**config.mk**
```make
export PLATFORM = sky130hd
export DESIGN_NAME = text_to_integer_parser
export DESIGN_NICKNAME = d
export VERILOG_FILES = /design/src/hw/rtl/ttip_pkg.sv /design/src/hw/rtl/ttip_front.sv /design/src/hw/rtl/ttip_fifo.sv /design/src/hw/rtl/ttip_back.sv /design/src/hw/rtl/text_to_integer_parser.sv
export SDC_FILE = /design/constraint.sdc
export NUM_CORES = 2
export LEC_CHECK = 0
export BUFFER_PORTS_ARGS = -buffer_cell sky130_fd_sc_hd__buf_4
export CAP_MARGIN = 20
export CORE_ASPECT_RATIO = 1.2
export CORE_MARGIN = 3
export CORE_UTILIZATION = 63
export CTS_CLUSTER_DIAMETER = 40
export DETAILED_ROUTE_END_ITERATION = 10
export PLACE_DENSITY = 0.81
export SETUP_SLACK_MARGIN = 0.15
export SKIP_LAST_GASP = 1
export SYNTH_ARGS = -nofsm -noshare
export SYNTH_HDL_FRONTEND = slang
export SYNTH_SLANG_ARGS = --single-unit
```
**constraint.sdc**
```tcl
create_clock -name clk -period 10.6 [get_ports clk]
set_input_delay 0.53 -clock clk [delete_from_list [all_inputs] [get_ports clk]]
set_output_delay 0.53 -clock clk [all_outputs]
set_load 0.02 [all_outputs]
```
**src/hw/rtl/ttip_pkg.sv**
```systemverilog
// Shared types and constants for the text-to-integer parser.
// Used by every module of the block; depends on nothing.

package ttip_pkg;

  localparam int ACC_W     = 64;
  localparam int BASE_W    = 6;
  localparam int CONS_W    = 12;
  localparam int MAX_COUNT = 4095;
  localparam int CNT_W     = $clog2(MAX_COUNT + 1);
  localparam int MAC_W     = ACC_W + BASE_W + 1;

  localparam int Q_DEPTH   = 2;
  localparam int Q_AW      = $clog2(Q_DEPTH);
  localparam int Q_CW      = $clog2(Q_DEPTH + 1);

  localparam int CFG_IDX_W = 1;
  localparam int CFG_DW    = BASE_W;
  localparam logic [CFG_IDX_W-1:0] CFG_RADIX  = 1'd0;
  localparam logic [CFG_IDX_W-1:0] CFG_SIGNED = 1'd1;

  localparam logic [BASE_W-1:0] RADIX_RESET = 6'd10;
  localparam logic [BASE_W-1:0] BASE_AUTO   = 6'd0;
  localparam logic [BASE_W-1:0] BASE_BIN    = 6'd2;
  localparam logic [BASE_W-1:0] BASE_OCT    = 6'd8;
  localparam logic [BASE_W-1:0] BASE_DEC    = 6'd10;
  localparam logic [BASE_W-1:0] BASE_HEX    = 6'd16;
  localparam logic [BASE_W-1:0] BASE_MAX    = 6'd36;
  localparam logic [BASE_W-1:0] NO_DIGIT    = '1;

  localparam logic [7:0] CH_SPACE = 8'h20;
  localparam logic [7:0] CH_TAB   = 8'h09;
  localparam logic [7:0] CH_CR    = 8'h0D;
  localparam logic [7:0] CH_PLUS  = 8'h2B;
  localparam logic [7:0] CH_MINUS = 8'h2D;
  localparam logic [7:0] CH_ZERO  = 8'h30;
  localparam logic [7:0] CH_NINE  = 8'h39;
  localparam logic [7:0] CH_LA    = 8'h61;
  localparam logic [7:0] CH_LZ    = 8'h7A;
  localparam logic [7:0] CH_UA    = 8'h41;
  localparam logic [7:0] CH_UZ    = 8'h5A;
  localparam logic [7:0] CH_LX    = 8'h78;
  localparam logic [7:0] CH_UX    = 8'h58;
  localparam logic [7:0] CH_LB    = 8'h62;
  localparam logic [7:0] CH_UB    = 8'h42;
  localparam logic [7:0] LETTER_OFS = 8'd10;

  localparam logic [ACC_W-1:0] UINT_MAX_V = '1;
  localparam logic [ACC_W-1:0] INT_MAX_V  = {1'b0, {(ACC_W-1){1'b1}}};
  localparam logic [ACC_W-1:0] INT_MIN_V  = {1'b1, {(ACC_W-1){1'b0}}};

  typedef struct packed {
    logic [7:0] ch;
    logic       start_req;
  } in_item_t;

  typedef struct packed {
    logic [ACC_W-1:0]  value;
    logic              overflow;
    logic [CONS_W-1:0] consumed;
  } out_item_t;

  // One character after classification.
  typedef struct packed {
    logic              start;
    logic              is_space;
    logic              is_sign;
    logic              is_minus;
    logic              is_zero;
    logic              is_x;
    logic              is_b;
    logic [BASE_W-1:0] dval;
  } cls_t;

  typedef struct packed {
    logic [BASE_W-1:0] radix;
    logic              signed_mode;
  } cfg_t;

  typedef enum logic [2:0] {
    PH_IDLE,
    PH_SPACE,
    PH_SIGNED,
    PH_ZERO,
    PH_PREFIX,
    PH_DIGITS
  } phase_t;

endpackage

```
**src/hw/rtl/ttip_front.sv**
```systemverilog
// Front end: accepts characters and classifies them for the back end.
// Depends on ttip_pkg; feeds ttip_fifo.

module ttip_front (
  input  logic              in_valid,
  input  ttip_pkg::in_item_t in_data,
  output logic              in_stall,
  input  logic              q_full,
  output logic              q_push,
  output ttip_pkg::cls_t    q_wdata
);

  logic [7:0] ch;

  assign ch       = in_data.ch;
  assign in_stall = q_full;
  assign q_push   = in_valid && !q_full;

  always_comb begin
    q_wdata.start    = in_data.start_req;
    q_wdata.is_space = (ch inside {ttip_pkg::CH_SPACE, [ttip_pkg::CH_TAB:ttip_pkg::CH_CR]});
    q_wdata.is_sign  = (ch == ttip_pkg::CH_PLUS) || (ch == ttip_pkg::CH_MINUS);
    q_wdata.is_minus = (ch == ttip_pkg::CH_MINUS);
    q_wdata.is_zero  = (ch == ttip_pkg::CH_ZERO);
    q_wdata.is_x     = (ch == ttip_pkg::CH_LX) || (ch == ttip_pkg::CH_UX);
    q_wdata.is_b     = (ch == ttip_pkg::CH_LB) || (ch == ttip_pkg::CH_UB);
    if (ch inside {[ttip_pkg::CH_ZERO:ttip_pkg::CH_NINE]}) begin
      q_wdata.dval = ttip_pkg::BASE_W'(ch - ttip_pkg::CH_ZERO);
    end else if (ch inside {[ttip_pkg::CH_LA:ttip_pkg::CH_LZ]}) begin
      q_wdata.dval = ttip_pkg::BASE_W'(ch - ttip_pkg::CH_LA + ttip_pkg::LETTER_OFS);
    end else if (ch inside {[ttip_pkg::CH_UA:ttip_pkg::CH_UZ]}) begin
      q_wdata.dval = ttip_pkg::BASE_W'(ch - ttip_pkg::CH_UA + ttip_pkg::LETTER_OFS);
    end else begin
      q_wdata.dval = ttip_pkg::NO_DIGIT;
    end
  end

endmodule

```
**src/hw/rtl/ttip_fifo.sv**
```systemverilog
// Short queue of classified characters between front and back end.
// Depends on ttip_pkg.

module ttip_fifo (
  input  logic           clk,
  input  logic           rst_n,
  input  logic           push,
  input  ttip_pkg::cls_t wdata,
  output logic           full,
  input  logic           pop,
  output logic           valid,
  output ttip_pkg::cls_t rdata
);

  ttip_pkg::cls_t                 mem_r [ttip_pkg::Q_DEPTH];
  logic [ttip_pkg::Q_AW-1:0]      wr_ptr_r, wr_ptr_nxt;
  logic [ttip_pkg::Q_AW-1:0]      rd_ptr_r, rd_ptr_nxt;
  logic [ttip_pkg::Q_CW-1:0]      count_r, count_nxt;

  assign full  = (count_r == ttip_pkg::Q_CW'(ttip_pkg::Q_DEPTH));
  assign valid = (count_r != '0);
  assign rdata = mem_r[rd_ptr_r];

  always_comb begin
    wr_ptr_nxt = wr_ptr_r;
    rd_ptr_nxt = rd_ptr_r;
    count_nxt  = count_r;
    if (push) begin
      wr_ptr_nxt = (wr_ptr_r == ttip_pkg::Q_AW'(ttip_pkg::Q_DEPTH - 1)) ? '0 : wr_ptr_r + 1'b1;
    end
    if (pop) begin
      rd_ptr_nxt = (rd_ptr_r == ttip_pkg::Q_AW'(ttip_pkg::Q_DEPTH - 1)) ? '0 : rd_ptr_r + 1'b1;
    end
    if (push && !pop) begin
      count_nxt = count_r + 1'b1;
    end else if (pop && !push) begin
      count_nxt = count_r - 1'b1;
    end
  end

  always_ff @(posedge clk) begin
    if (!rst_n) begin
      wr_ptr_r <= '0;
      rd_ptr_r <= '0;
      count_r  <= '0;
    end else begin
      wr_ptr_r <= wr_ptr_nxt;
      rd_ptr_r <= rd_ptr_nxt;
      count_r  <= count_nxt;
    end
  end

  always_ff @(posedge clk) begin
    if (push) begin
      mem_r[wr_ptr_r] <= wdata;
    end
  end

endmodule

```
**src/hw/rtl/ttip_back.sv**
```systemverilog
// Back end: conversion state machine, multiply-accumulate and result register.
// Depends on ttip_pkg; reads classified characters from ttip_fifo.

module ttip_back (
  input  logic                clk,
  input  logic                rst_n,
  input  ttip_pkg::cfg_t      cfg,
  input  logic                q_valid,
  input  ttip_pkg::cls_t      q_rdata,
  output logic                q_pop,
  output logic                out_valid,
  input  logic                out_stall,
  output ttip_pkg::out_item_t out_data
);

  ttip_pkg::phase_t                phase_r, phase_nxt, ph_e;
  logic [ttip_pkg::ACC_W-1:0]      acc_r, acc_nxt, acc_e;
  logic                            neg_r, neg_nxt, neg_e;
  logic [ttip_pkg::BASE_W-1:0]     base_r, base_nxt, base_e;
  logic [ttip_pkg::CNT_W-1:0]      cnt_r, cnt_nxt, cnt_e, fin_cnt;
  logic                            ovf_r, ovf_nxt, ovf_e;
  logic                            out_valid_r, out_valid_nxt;
  ttip_pkg::out_item_t             out_data_r, out_data_nxt;

  ttip_pkg::cls_t                  it;
  logic                            pop;
  logic                            bump, go_signed, go_zero, go_prefix, do_take, tk_got, pfx_fin;
  logic [ttip_pkg::BASE_W-1:0]     pfx_base, tk_base;
  logic                            digit_ok, take_dig, fin;
  logic                            base_auto, base_bin, base_hex;
  logic [ttip_pkg::MAC_W-1:0]      mac;
  logic                            mac_ovf;
  logic [ttip_pkg::ACC_W-1:0]      res_value;
  logic                            res_ovf;

  assign it    = q_rdata;
  assign pop   = q_valid && (!out_valid_r || !out_stall);
  assign q_pop = pop;

  // A start flag restarts the conversion with this very character.
  assign ph_e   = it.start ? ttip_pkg::PH_SPACE : phase_r;
  assign acc_e  = it.start ? '0 : acc_r;
  assign neg_e  = it.start ? 1'b0 : neg_r;
  assign base_e = it.start ? cfg.radix : base_r;
  assign cnt_e  = it.start ? '0 : cnt_r;
  assign ovf_e  = it.start ? 1'b0 : ovf_r;

  assign base_auto = (base_e == ttip_pkg::BASE_AUTO);
  assign base_bin  = (base_e == ttip_pkg::BASE_BIN);
  assign base_hex  = (base_e == ttip_pkg::BASE_HEX);

  // Decode what this character does in the current phase.
  always_comb begin
    bump      = 1'b0;
    go_signed = 1'b0;
    go_zero   = 1'b0;
    go_prefix = 1'b0;
    pfx_base  = base_e;
    do_take   = 1'b0;
    tk_base   = base_e;
    tk_got    = 1'b0;
    pfx_fin   = 1'b0;
    case (ph_e)
      ttip_pkg::PH_SPACE, ttip_pkg::PH_SIGNED: begin
        if ((ph_e == ttip_pkg::PH_SPACE) && it.is_space) begin
          bump = 1'b1;
        end else if ((ph_e == ttip_pkg::PH_SPACE) && it.is_sign) begin
          bump      = 1'b1;
          go_signed = 1'b1;
        end else if (it.is_zero && (base_auto || base_bin || base_hex)) begin
          bump    = 1'b1;
          go_zero = 1'b1;
        end else begin
          do_take = 1'b1;
          tk_base = base_auto ? ttip_pkg::BASE_DEC : base_e;
        end
      end
      ttip_pkg::PH_ZERO: begin
        if ((base_auto || base_hex) && it.is_x) begin
          bump      = 1'b1;
          go_prefix = 1'b1;
          pfx_base  = ttip_pkg::BASE_HEX;
        end else if ((base_auto || base_bin) && it.is_b) begin
          bump      = 1'b1;
          go_prefix = 1'b1;
          pfx_base  = ttip_pkg::BASE_BIN;
        end else begin
          do_take = 1'b1;
          tk_got  = 1'b1;
          tk_base = base_auto ? ttip_pkg::BASE_OCT : base_e;
        end
      end
      ttip_pkg::PH_PREFIX: begin
        do_take = 1'b1;
        tk_got  = 1'b1;
        pfx_fin = 1'b1;
      end
      ttip_pkg::PH_DIGITS: begin
        do_take = 1'b1;
        tk_got  = 1'b1;
      end
      default: begin
      end
    endcase
  end

  assign digit_ok = (tk_base >= ttip_pkg::BASE_BIN) && (tk_base <= ttip_pkg::BASE_MAX) &&
                    (it.dval < tk_base);
  assign take_dig = do_take && digit_ok;
  assign fin      = do_take && !digit_ok;

  // One narrow multiply by the base plus the digit; a carry out of 64 bits is overflow.
  assign mac     = ttip_pkg::MAC_W'(acc_e) * ttip_pkg::MAC_W'(tk_base) +
                   ttip_pkg::MAC_W'(it.dval);
  assign mac_ovf = (mac[ttip_pkg::MAC_W-1:ttip_pkg::ACC_W] != '0);

  // Next phase.
  always_comb begin
    phase_nxt = phase_r;
    if (pop) begin
      if (fin) begin
        phase_nxt = ttip_pkg::PH_IDLE;
      end else if (take_dig) begin
        phase_nxt = ttip_pkg::PH_DIGITS;
      end else if (go_prefix) begin
        phase_nxt = ttip_pkg::PH_PREFIX;
      end else if (go_zero) begin
        phase_nxt = ttip_pkg::PH_ZERO;
      end else if (go_signed) begin
        phase_nxt = ttip_pkg::PH_SIGNED;
      end else begin
        phase_nxt = ph_e;
      end
    end
  end

  // Result value, with saturation on overflow.
  always_comb begin
    fin_cnt   = pfx_fin ? cnt_e - 1'b1 : cnt_e;
    res_value = '0;
    res_ovf   = 1'b0;
    if (!cfg.signed_mode) begin
      if (ovf_e) begin
        res_value = ttip_pkg::UINT_MAX_V;
        res_ovf   = 1'b1;
      end else begin
        res_value = neg_e ? '0 - acc_e : acc_e;
      end
    end else if (!neg_e) begin
      if (ovf_e || acc_e[ttip_pkg::ACC_W-1]) begin
        res_value = ttip_pkg::INT_MAX_V;
        res_ovf   = 1'b1;
      end else begin
        res_value = acc_e;
      end
    end else begin
      if (ovf_e || (acc_e > ttip_pkg::INT_MIN_V)) begin
        res_value = ttip_pkg::INT_MIN_V;
        res_ovf   = 1'b1;
      end else begin
        res_value = '0 - acc_e;
      end
    end
  end

  // Datapath and result register.
  always_comb begin
    acc_nxt       = acc_r;
    neg_nxt       = neg_r;
    base_nxt      = base_r;
    cnt_nxt       = cnt_r;
    ovf_nxt       = ovf_r;
    out_valid_nxt = out_valid_r && out_stall;
    out_data_nxt  = out_data_r;
    if (pop) begin
      acc_nxt  = (take_dig && !ovf_e && !mac_ovf) ? mac[ttip_pkg::ACC_W-1:0] : acc_e;
      ovf_nxt  = ovf_e || (take_dig && mac_ovf);
      neg_nxt  = go_signed ? it.is_minus : neg_e;
      base_nxt = go_prefix ? pfx_base : (do_take ? tk_base : base_e);
      cnt_nxt  = ((bump || take_dig) && (cnt_e < ttip_pkg::CNT_W'(ttip_pkg::MAX_COUNT))) ?
                 cnt_e + 1'b1 : cnt_e;
      if (fin) begin
        out_valid_nxt = 1'b1;
        if (tk_got) begin
          out_data_nxt.value    = res_value;
          out_data_nxt.overflow = res_ovf;
          out_data_nxt.consumed = ttip_pkg::CONS_W'(fin_cnt);
        end else begin
          out_data_nxt.value    = '0;
          out_data_nxt.overflow = 1'b0;
          out_data_nxt.consumed = '0;
        end
      end
    end
  end

  always_ff @(posedge clk) begin
    if (!rst_n) begin
      phase_r     <= ttip_pkg::PH_IDLE;
      acc_r       <= '0;
      neg_r       <= 1'b0;
      base_r      <= '0;
      cnt_r       <= '0;
      ovf_r       <= 1'b0;
      out_valid_r <= 1'b0;
    end else begin
      phase_r     <= phase_nxt;
      acc_r       <= acc_nxt;
      neg_r       <= neg_nxt;
      base_r      <= base_nxt;
      cnt_r       <= cnt_nxt;
      ovf_r       <= ovf_nxt;
      out_valid_r <= out_valid_nxt;
    end
  end

  always_ff @(posedge clk) begin
    out_data_r <= out_data_nxt;
  end

  assign out_valid = out_valid_r;
  assign out_data  = out_data_r;

endmodule

```
**src/hw/rtl/text_to_integer_parser.sv**
```systemverilog
// Top level of the streaming text-to-integer parser.
// Depends on ttip_pkg, ttip_front, ttip_fifo and ttip_back.

// The parser takes one character per input beat and converts a string to a
// 64-bit integer, the way strtoumax and strtoimax do. A beat with start_req set
// begins a new conversion with its character; a conversion that is still open
// is then dropped without a result. Leading whitespace, one sign and the "0x",
// "0b" and leading-zero prefixes are handled, and radix 0 picks the base from
// the prefix. The first character that cannot continue the number closes the
// conversion and yields exactly one result beat: the value, an overflow flag
// and the count of characters consumed (zero, with value zero, when no number
// was found). Overflow saturates; in signed mode the limits are those of a
// 64-bit two's-complement integer. The block sustains one character per clock
// while nothing stalls: the front end classifies a character and drops it into
// a two-entry queue, and the back end consumes one entry per cycle, with a
// single 64-by-6-bit multiply-add by the base per digit setting that pace.
// The result of a closing character passes from the queue into the result
// register, from which it shows on the output. The back end waits only
// when its result register holds a beat that is stalled, and the input waits
// only when the queue is full. The radix is sampled when a conversion starts
// and signed_mode when its result is made; configuration is meant to be
// written while the block is idle.

module text_to_integer_parser (
  input  logic                                 clk,
  input  logic                                 rst_n,
  input  logic                                 in_valid,
  output logic                                 in_stall,
  input  ttip_pkg::in_item_t                   in_data,
  output logic                                 out_valid,
  input  logic                                 out_stall,
  output ttip_pkg::out_item_t                  out_data,
  input  logic                                 cfg_we,
  input  logic [ttip_pkg::CFG_IDX_W-1:0]       cfg_index,
  input  logic [ttip_pkg::CFG_DW-1:0]          cfg_wdata
);

  // Configuration registers.
  ttip_pkg::cfg_t cfg_r, cfg_nxt;

  // Queue between front and back end.
  logic           q_push, q_full, q_pop, q_valid;
  ttip_pkg::cls_t q_wdata, q_rdata;

  always_comb begin
    cfg_nxt = cfg_r;
    if (cfg_we) begin
      case (cfg_index)
        ttip_pkg::CFG_RADIX:  cfg_nxt.radix       = cfg_wdata;
        ttip_pkg::CFG_SIGNED: cfg_nxt.signed_mode = cfg_wdata[0];
        default: begin
        end
      endcase
    end
  end

  always_ff @(posedge clk) begin
    if (!rst_n) begin
      cfg_r.radix       <= ttip_pkg::RADIX_RESET;
      cfg_r.signed_mode <= 1'b0;
    end else begin
      cfg_r <= cfg_nxt;
    end
  end

  // The front end classifies each character as it is accepted.
  ttip_front u_front (
    .in_valid (in_valid),
    .in_data  (in_data),
    .in_stall (in_stall),
    .q_full   (q_full),
    .q_push   (q_push),
    .q_wdata  (q_wdata)
  );

  // The queue lets the input keep flowing while a result waits downstream.
  ttip_fifo u_fifo (
    .clk   (clk),
    .rst_n (rst_n),
    .push  (q_push),
    .wdata (q_wdata),
    .full  (q_full),
    .pop   (q_pop),
    .valid (q_valid),
    .rdata (q_rdata)
  );

  // The back end runs the conversion and holds the result beat.
  ttip_back u_back (
    .clk       (clk),
    .rst_n     (rst_n),
    .cfg       (cfg_r),
    .q_valid   (q_valid),
    .q_rdata   (q_rdata),
    .q_pop     (q_pop),
    .out_valid (out_valid),
    .out_stall (out_stall),
    .out_data  (out_data)
  );

endmodule

```
-- Word-level counts from Yosys, hierarchy flattened
Memories as Yosys holds them, arrays and structs flattened. A register that Yosys moved wholly into a read port is not among the register bits.
Cells that the tools add are included.
- equality and inequality tests: 16
- mux-type cells: 73
- multiply operators: 1
- $add $sub $neg: 13
- bitwise logic cells: 1
- order comparisons: 13
- reductions and logical operators: 51
- operators with widths (cell ; count):
    64-bit 2-to-1 mux ; 8
    6-bit 2-to-1 mux ; 16
    70-bit by 6-bit adder with 71-bit output ; 1
    64-bit by 6-bit multiplier with 70-bit output ; 1
    64-bit greater-than comparator, second input constant ; 1
    1-bit by 64-bit subtractor with 64-bit output, first input constant ; 1
    12-bit 2-to-1 mux ; 3
    1-bit 2-to-1 mux ; 34
    8-bit by 6-bit equality test with 1-bit output, second input constant ; 4
    8-bit by 7-bit equality test with 1-bit output, second input constant ; 4
    1-bit logical AND ; 22
    3-bit 2-to-1 mux ; 6
    8-bit by 7-bit >= comparator with 1-bit output, second input constant ; 2
    8-bit by 7-bit <= comparator with 1-bit output, second input constant ; 2
    12-bit by 1-bit adder with 12-bit output, second input constant ; 1
    6-bit by 4-bit adder with 6-bit output, second input constant ; 2
    12-bit less-than comparator, second input constant ; 1
    6-bit one-hot mux with 2 select lines ; 1
    12-bit by 1-bit subtractor with 12-bit output, second input constant ; 1
    6-bit subtractor, second input constant ; 2
    1-bit logical OR ; 11
    8-bit by 4-bit >= comparator with 1-bit output, second input constant ; 1
    8-bit by 6-bit >= comparator with 1-bit output, second input constant ; 1
    8-bit by 4-bit <= comparator with 1-bit output, second input constant ; 1
    24 further kinds ; 41
- input port bits: 21
- logic and storage cells: 184
- register bits: 176
- memory bits (writable): 26
- memories kept: 1
- output and inout port bits: 79
- memory list (name ; words ; bits a word ; read ports ; clocked after Yosys merged registers in ; write ports ; line ; source):
    u_fifo.mem_r ; 2 ; 13 ; 1 ; 1 ; 1 ; ttip_fifo.sv:15 ; ttip_pkg::cls_t mem_r [ttip_pkg::Q_DEPTH];

-- Logic depth before layout (Yosys ltp)
- depth after elaboration: 16
- depth in mapped cells: 30
- mapped depth without buffers: 24

-- Hierarchy
From an unflattened synthesis, not the netlist that was laid out.
- cells, all modules: 2711
- area total of the unflattened synthesis: 24229.5 µm²
- modules (own cells, without submodules) (module ; cells each ; area each (µm²) ; sequential area each (µm²) ; instances):
    ttip_back ; 2541 ; 22227.6 ; 4073.9 ; 1
    ttip_fifo ; 62 ; 1153.6 ; 880.8 ; 1
    ttip_front ; 77 ; 553.0 ; 0.0 ; 1
    text_to_integer_parser ; 31 ; 295.3 ; 140.1 ; 1

-- Worst setup path after synthesis
OpenSTA, ideal clock, no wires.
- kind: register to register
- start: register with a tool-made name
- end: register u_back.acc_r[43] (netlist name)
- data arrival time: 7.300 ns
- path buffers: 9
- clock period less this slack: 7.417 ns
- setup slack: 3.183 ns
- library setup time: 0.117 ns
- cell stages (with the launch flop): 28
- path through: dfxtp_1 > buf_6 > mux2i_4 > clkbuf_1 > buf_1 > clkbuf_1 > buf_1 > clkbuf_1 > clkbuf_1 > and3_1 > fa_1 > fa_1 > fa_1 > ha_1 > ha_1 > buf_2 > nand2_1 > or3_1 > nor4_2 > and2_1 > a32oi_1 > a211oi_2 > mux2i_1 > xnor2_2 > nor4_1 > a21oi_2 > clkbuf_1 > a22o_1
- RTL lines (element ; line ; source):
    end signal, assigned ; ttip_back.sv:208 ; acc_r <= acc_nxt;
    end, declared ; ttip_back.sv:17 ; logic [ttip_pkg::ACC_W-1:0] acc_r, acc_nxt, acc_e;

==> results_dict.tcl <==
set metrics [dict create \
    cts-root-to-sink-buffers 3 \
    antenna_violating_nets_post_route 0 \
    critical-path-max-stage-delay_ns 0.92 \
    critPathLaunchType "flip-flop" \
    numPortBuffers 99 \
    die_x_um 186 \
    cp.arrival_ns 10.38 \
    worst_pin_slew_ns 1.16 \
    cts_tree "yes" \
    cts.repair_timing.setup_buffer_count 0 \
    netSwitchingPower_w 0.00135 \
    clock-root-buffer "sky130_fd_sc_hd__clkbuf_16" \
    drt-pass1-iter-count 6 \
    pin_count 100 \
    place.gp.congestion 1.07 \
    max-cap-violations 0 \
    die_area_um2 41200 \
    post_synth_and_or_nand_nor_area_fraction_pct 23.1 \
    netlist_instances 2780 \
    ir_drop_mv 0.132 \
    cp-end-kind "flip-flop" \
    cts_hold_buf 0 \
    sequentialPowerShare_pct 31.3 \
    fin_skew_ns 0.0187 \
    yosys-top-cells-area "sky130_fd_sc_hd__fa_1, sky130_fd_sc_hd__edfxtp_1, sky130_fd_sc_hd__ha_1" \
    worst_r2r_endpoint "u_back.acc_r[20]" \
    worst_slew_margin_rel_pct 22.4 \
    power_report.internal_total_w 0.00184 \
    avgViaCountPerCell 6.88 \
    wl_cell_um 24.0 \
    post_synthesis_instance_area_um2 24400 \
    grt_max_degree 114 \
    chipHeight_um 222 \
    swShare_pct 42.3 \
    area_growth_pct 6.79 \
    status "finished clean" \
    critPathKind "flip-flop to flip-flop" \
    synth-edff-count 103 \
    yosys_warnings 0 \
    worst_skew_pair.late_latency_ns 0.57 \
    hp-start "in_data[0]" \
    synth_async_sr_flop_share_pct 0 \
    top_flip_flop_cell_by_instance_count_after_synthesis "sky130_fd_sc_hd__edfxtp_1" \
    synthXorXnorAreaFrac_pct 3.22 \
    unrepaired_setup_endpoints_after_global_routing "false" \
    synth_area_leader_cell "sky130_fd_sc_hd__fa_1" \
    reg2reg_setup_slack_ns 0.71 \
    grt_overflow_total 0 \
    p_comb_share_pct 37.1 \
    hold_violations 0 \
    num_vias 22025 \
    synth_largest_type_area_fraction_pct 20.7 \
    fin_tns_setup_ns 0 \
    muxShareOfSynthArea_pct 1.55 \
    first_global_vias 22315 \
    post-route-drc-count 0 \
    synth_area_per_cell_um2 8.78 \
    synth_sequential_area_ratio_pct 20.9 \
    drive_gt1_share_pct 8.53 \
    initialDrtViolationCount 2375 \
    layoutNonFillerInstCount 3199 \
    power_density_nw_per_um2 122 \
    initial_utilization_pct 64.2 \
    place_inst 3144 \
    adder_and_majority_gate_portion_of_the_synthesized_area_pct 29.3 \
    clk_pwr_share_pct 31.6 \
    fill_cells 3024 \
    timing.final.max_slew_violations 0 \
    synth_cell_types 90 \
    synth_top_family_by_area "adder cells" \
    yosys_register_bits 203 \
    antennaDiodeCount 0 \
    drt-total-wl_um 76600 \
    core_region_area_um2 38100 \
    timing.critical_path.to "u_back.acc_r[20]" \
    worst_path_most_repeated_cell "sky130_fd_sc_hd__fa_1" \
    layout_min_cycle_time_ns 9.89 \
    timing.critical_path.slowest_stage_cell "sky130_fd_sc_hd__nor2_2" \
    placement_rows 78 \
    critPathRequiredTime_ns 11.10 \
    cts_resized 0 \
    holdCritPathClass "input pin to flip-flop" \
    dp_hpwl_um 55900 \
    cts-htree-levels 1 \
    timing.final.crit_share_pct 93.3 \
    final_cell_utilization_of_the_core_pct 68.5 \
    max_freq_mhz 101 \
    number_of_antenna_violations_at_the_first_check_in_global_routing 0 \
    ff2ff_path_depth 25 \
    setup_viol 0 \
    grt_use_total_pct 37.2 \
    nets 3139 \
    leakage_nw 12.6 \
    grt_pass1_wl_um 122000 \
    worst-path-max-fanout 33 \
    synth_compound_area_share_pct 16.6 \
    cts-buffers-inserted 28 \
    net_count_synth 3222 \
    cts_num_sinks 203 \
    clk_pin_slew_ns 0.06 \
]
[synthesized netlist by cell type, types with 30 or more instances]
cell	n
sky130_fd_sc_hd__inv_1	75
sky130_fd_sc_hd__ha_1	169
sky130_fd_sc_hd__a22o_1	47
sky130_fd_sc_hd__o21ai_0	115
sky130_fd_sc_hd__nor2_1	187
sky130_fd_sc_hd__dfxtp_1	100
sky130_fd_sc_hd__buf_2	30
sky130_fd_sc_hd__nor3_1	46
sky130_fd_sc_hd__xor2_1	37
sky130_fd_sc_hd__fa_1	252
sky130_fd_sc_hd__nand2_1	230
sky130_fd_sc_hd__nand4_1	33
sky130_fd_sc_hd__and2_1	130
sky130_fd_sc_hd__a21oi_1	229
sky130_fd_sc_hd__clkbuf_1	194
sky130_fd_sc_hd__xnor2_1	51
sky130_fd_sc_hd__edfxtp_1	103
sky130_fd_sc_hd__nand3_1	61
sky130_fd_sc_hd__and3_1	260
[layout by cell type, fill, tap and decap left out, types with 16 or more instances in the layout]
master,Yosys,final
sky130_fd_sc_hd__o21a_1,19,19
sky130_fd_sc_hd__a31oi_1,23,22
sky130_fd_sc_hd__nor4_1,26,26
sky130_fd_sc_hd__a211oi_1,16,16
sky130_fd_sc_hd__nand4_1,33,33
sky130_fd_sc_hd__o22ai_1,27,27
sky130_fd_sc_hd__xor2_1,37,37
sky130_fd_sc_hd__dfxtp_1,100,97
sky130_fd_sc_hd__nand2_1,230,230
sky130_fd_sc_hd__xnor2_1,51,51
sky130_fd_sc_hd__o211ai_1,26,26
sky130_fd_sc_hd__a21oi_1,229,229
sky130_fd_sc_hd__mux2i_1,22,22
sky130_fd_sc_hd__a22o_1,47,47
sky130_fd_sc_hd__edfxtp_1,103,103
sky130_fd_sc_hd__nand3_1,61,61
sky130_fd_sc_hd__nor2_1,187,183
sky130_fd_sc_hd__a21boi_0,17,16
sky130_fd_sc_hd__buf_4,1,128
sky130_fd_sc_hd__and3_1,260,260
sky130_fd_sc_hd__and2_1,130,130
sky130_fd_sc_hd__or3_1,17,17
sky130_fd_sc_hd__ha_1,169,169
sky130_fd_sc_hd__nor2b_1,16,16
sky130_fd_sc_hd__o21ai_0,115,115
sky130_fd_sc_hd__fa_1,252,252
sky130_fd_sc_hd__nor3_1,46,46
sky130_fd_sc_hd__clkbuf_16,0,29
sky130_fd_sc_hd__inv_1,75,75
[power by group through the flow]
stage | combinational, W | clock (W) | sequential, W
2_1_floorplan | 0.000702 | 0 | 0.00104
3_3_place_gp | 0.00110 | 0 | 0.00101
3_5_place_dp | 0.00113 | 0 | 0.00101
4_1_cts | 0.00114 | 0.00101 | 0.000997
5_1_grt | 0.00126 | 0.00104 | 0.00101
6_report | 0.00119 | 0.00101 | 0.00100
[worst max-delay path, delay by kind of cell, from the launching register on]
family | cells | cell delay, ns
adder cells (fa/ha/maj) | 5 | 2.20
flip-flops | 1 | 0.30
multiplexers | 1 | 0.90
AO/OA/AOI/OAI | 8 | 2.67
buffers and inverters | 3 | 0.97
AND/OR/NAND/NOR | 7 | 2.65
XOR/XNOR | 1 | 0.09
[how the worst min path moves through the flow]
| stage | end | slack, ns | depth (start not counted) |
|---|---|---|---|
| floorplan | cfg_r[2] | 0.46 | 2 |
| global placement | u_fifo.count_r[1] | 0.49 | 2 |
| detailed placement | cfg_r[2] | 0.52 | 2 |
| CTS | u_fifo.mem_r[1][12] | 0.14 | 1 |
| global route | u_fifo.mem_r[0][12] | 0.15 | 1 |
| finish | u_fifo.mem_r[0][12] | 0.16 | 1 |
[per-layer routing]
layer,global-route usage [%],routed length [µm]
met5,0,0
met4,19.7,4760
met3,5.97,7550
met2,59.5,35800
met1,48.4,28500
[cells by family after synthesis]
kind of cell               Yosys count
and+or+nand+nor                   1069
adders and majority gates          421
DFF                                203
AOI/OAI and AO/OA                  643
xor gates and xnor gates            89
buffers and inverters              321
muxes                               34
[state kept, by name, indices dropped and copies added (netlist names), 2 cells and up, named ones only]
signal and count:
u_fifo.count_r 2, u_back.acc_r 64, u_fifo.mem_r 26, u_back.base_r 6
u_back.phase_r 3, cfg_r 7, u_back.cnt_r 12, u_back.out_data 77
[metrics by stage]
| stage | setup WS, ns | power, W | hold slack (ns) | cell area [µm²] |
|---|---|---|---|---|
| 5_1_grt | 0.275 | 0.00331 | 0.147 | 26100 |
| 3_3_place_gp | 1.29 | 0.00211 | 0.494 | 25000 |
| 4_1_cts | 1.01 | 0.00315 | 0.139 | 26000 |
| 2_1_floorplan | 3.18 | 0.00174 | 0.464 | 24400 |
| 6_report | 0.711 | 0.00319 | 0.160 | 26100 |
| 3_5_place_dp | 1.05 | 0.00215 | 0.521 | 25000 |
[cell type report]
type / count / area, µm² / share of cell area [%]
clock inverters: 21 / 263 / 1.01
clock buffers: 31 / 733 / 2.81
multi-input cells: 2256 / 18100 / 69.3
inverters: 77 / 289 / 1.11
repair buffers: 131 / 1020 / 3.92
well taps: 480 / 601 / 2.30
flip-flops and latches: 203 / 5100 / 19.6
Note: power is estimated with default switching activity, not from simulation.
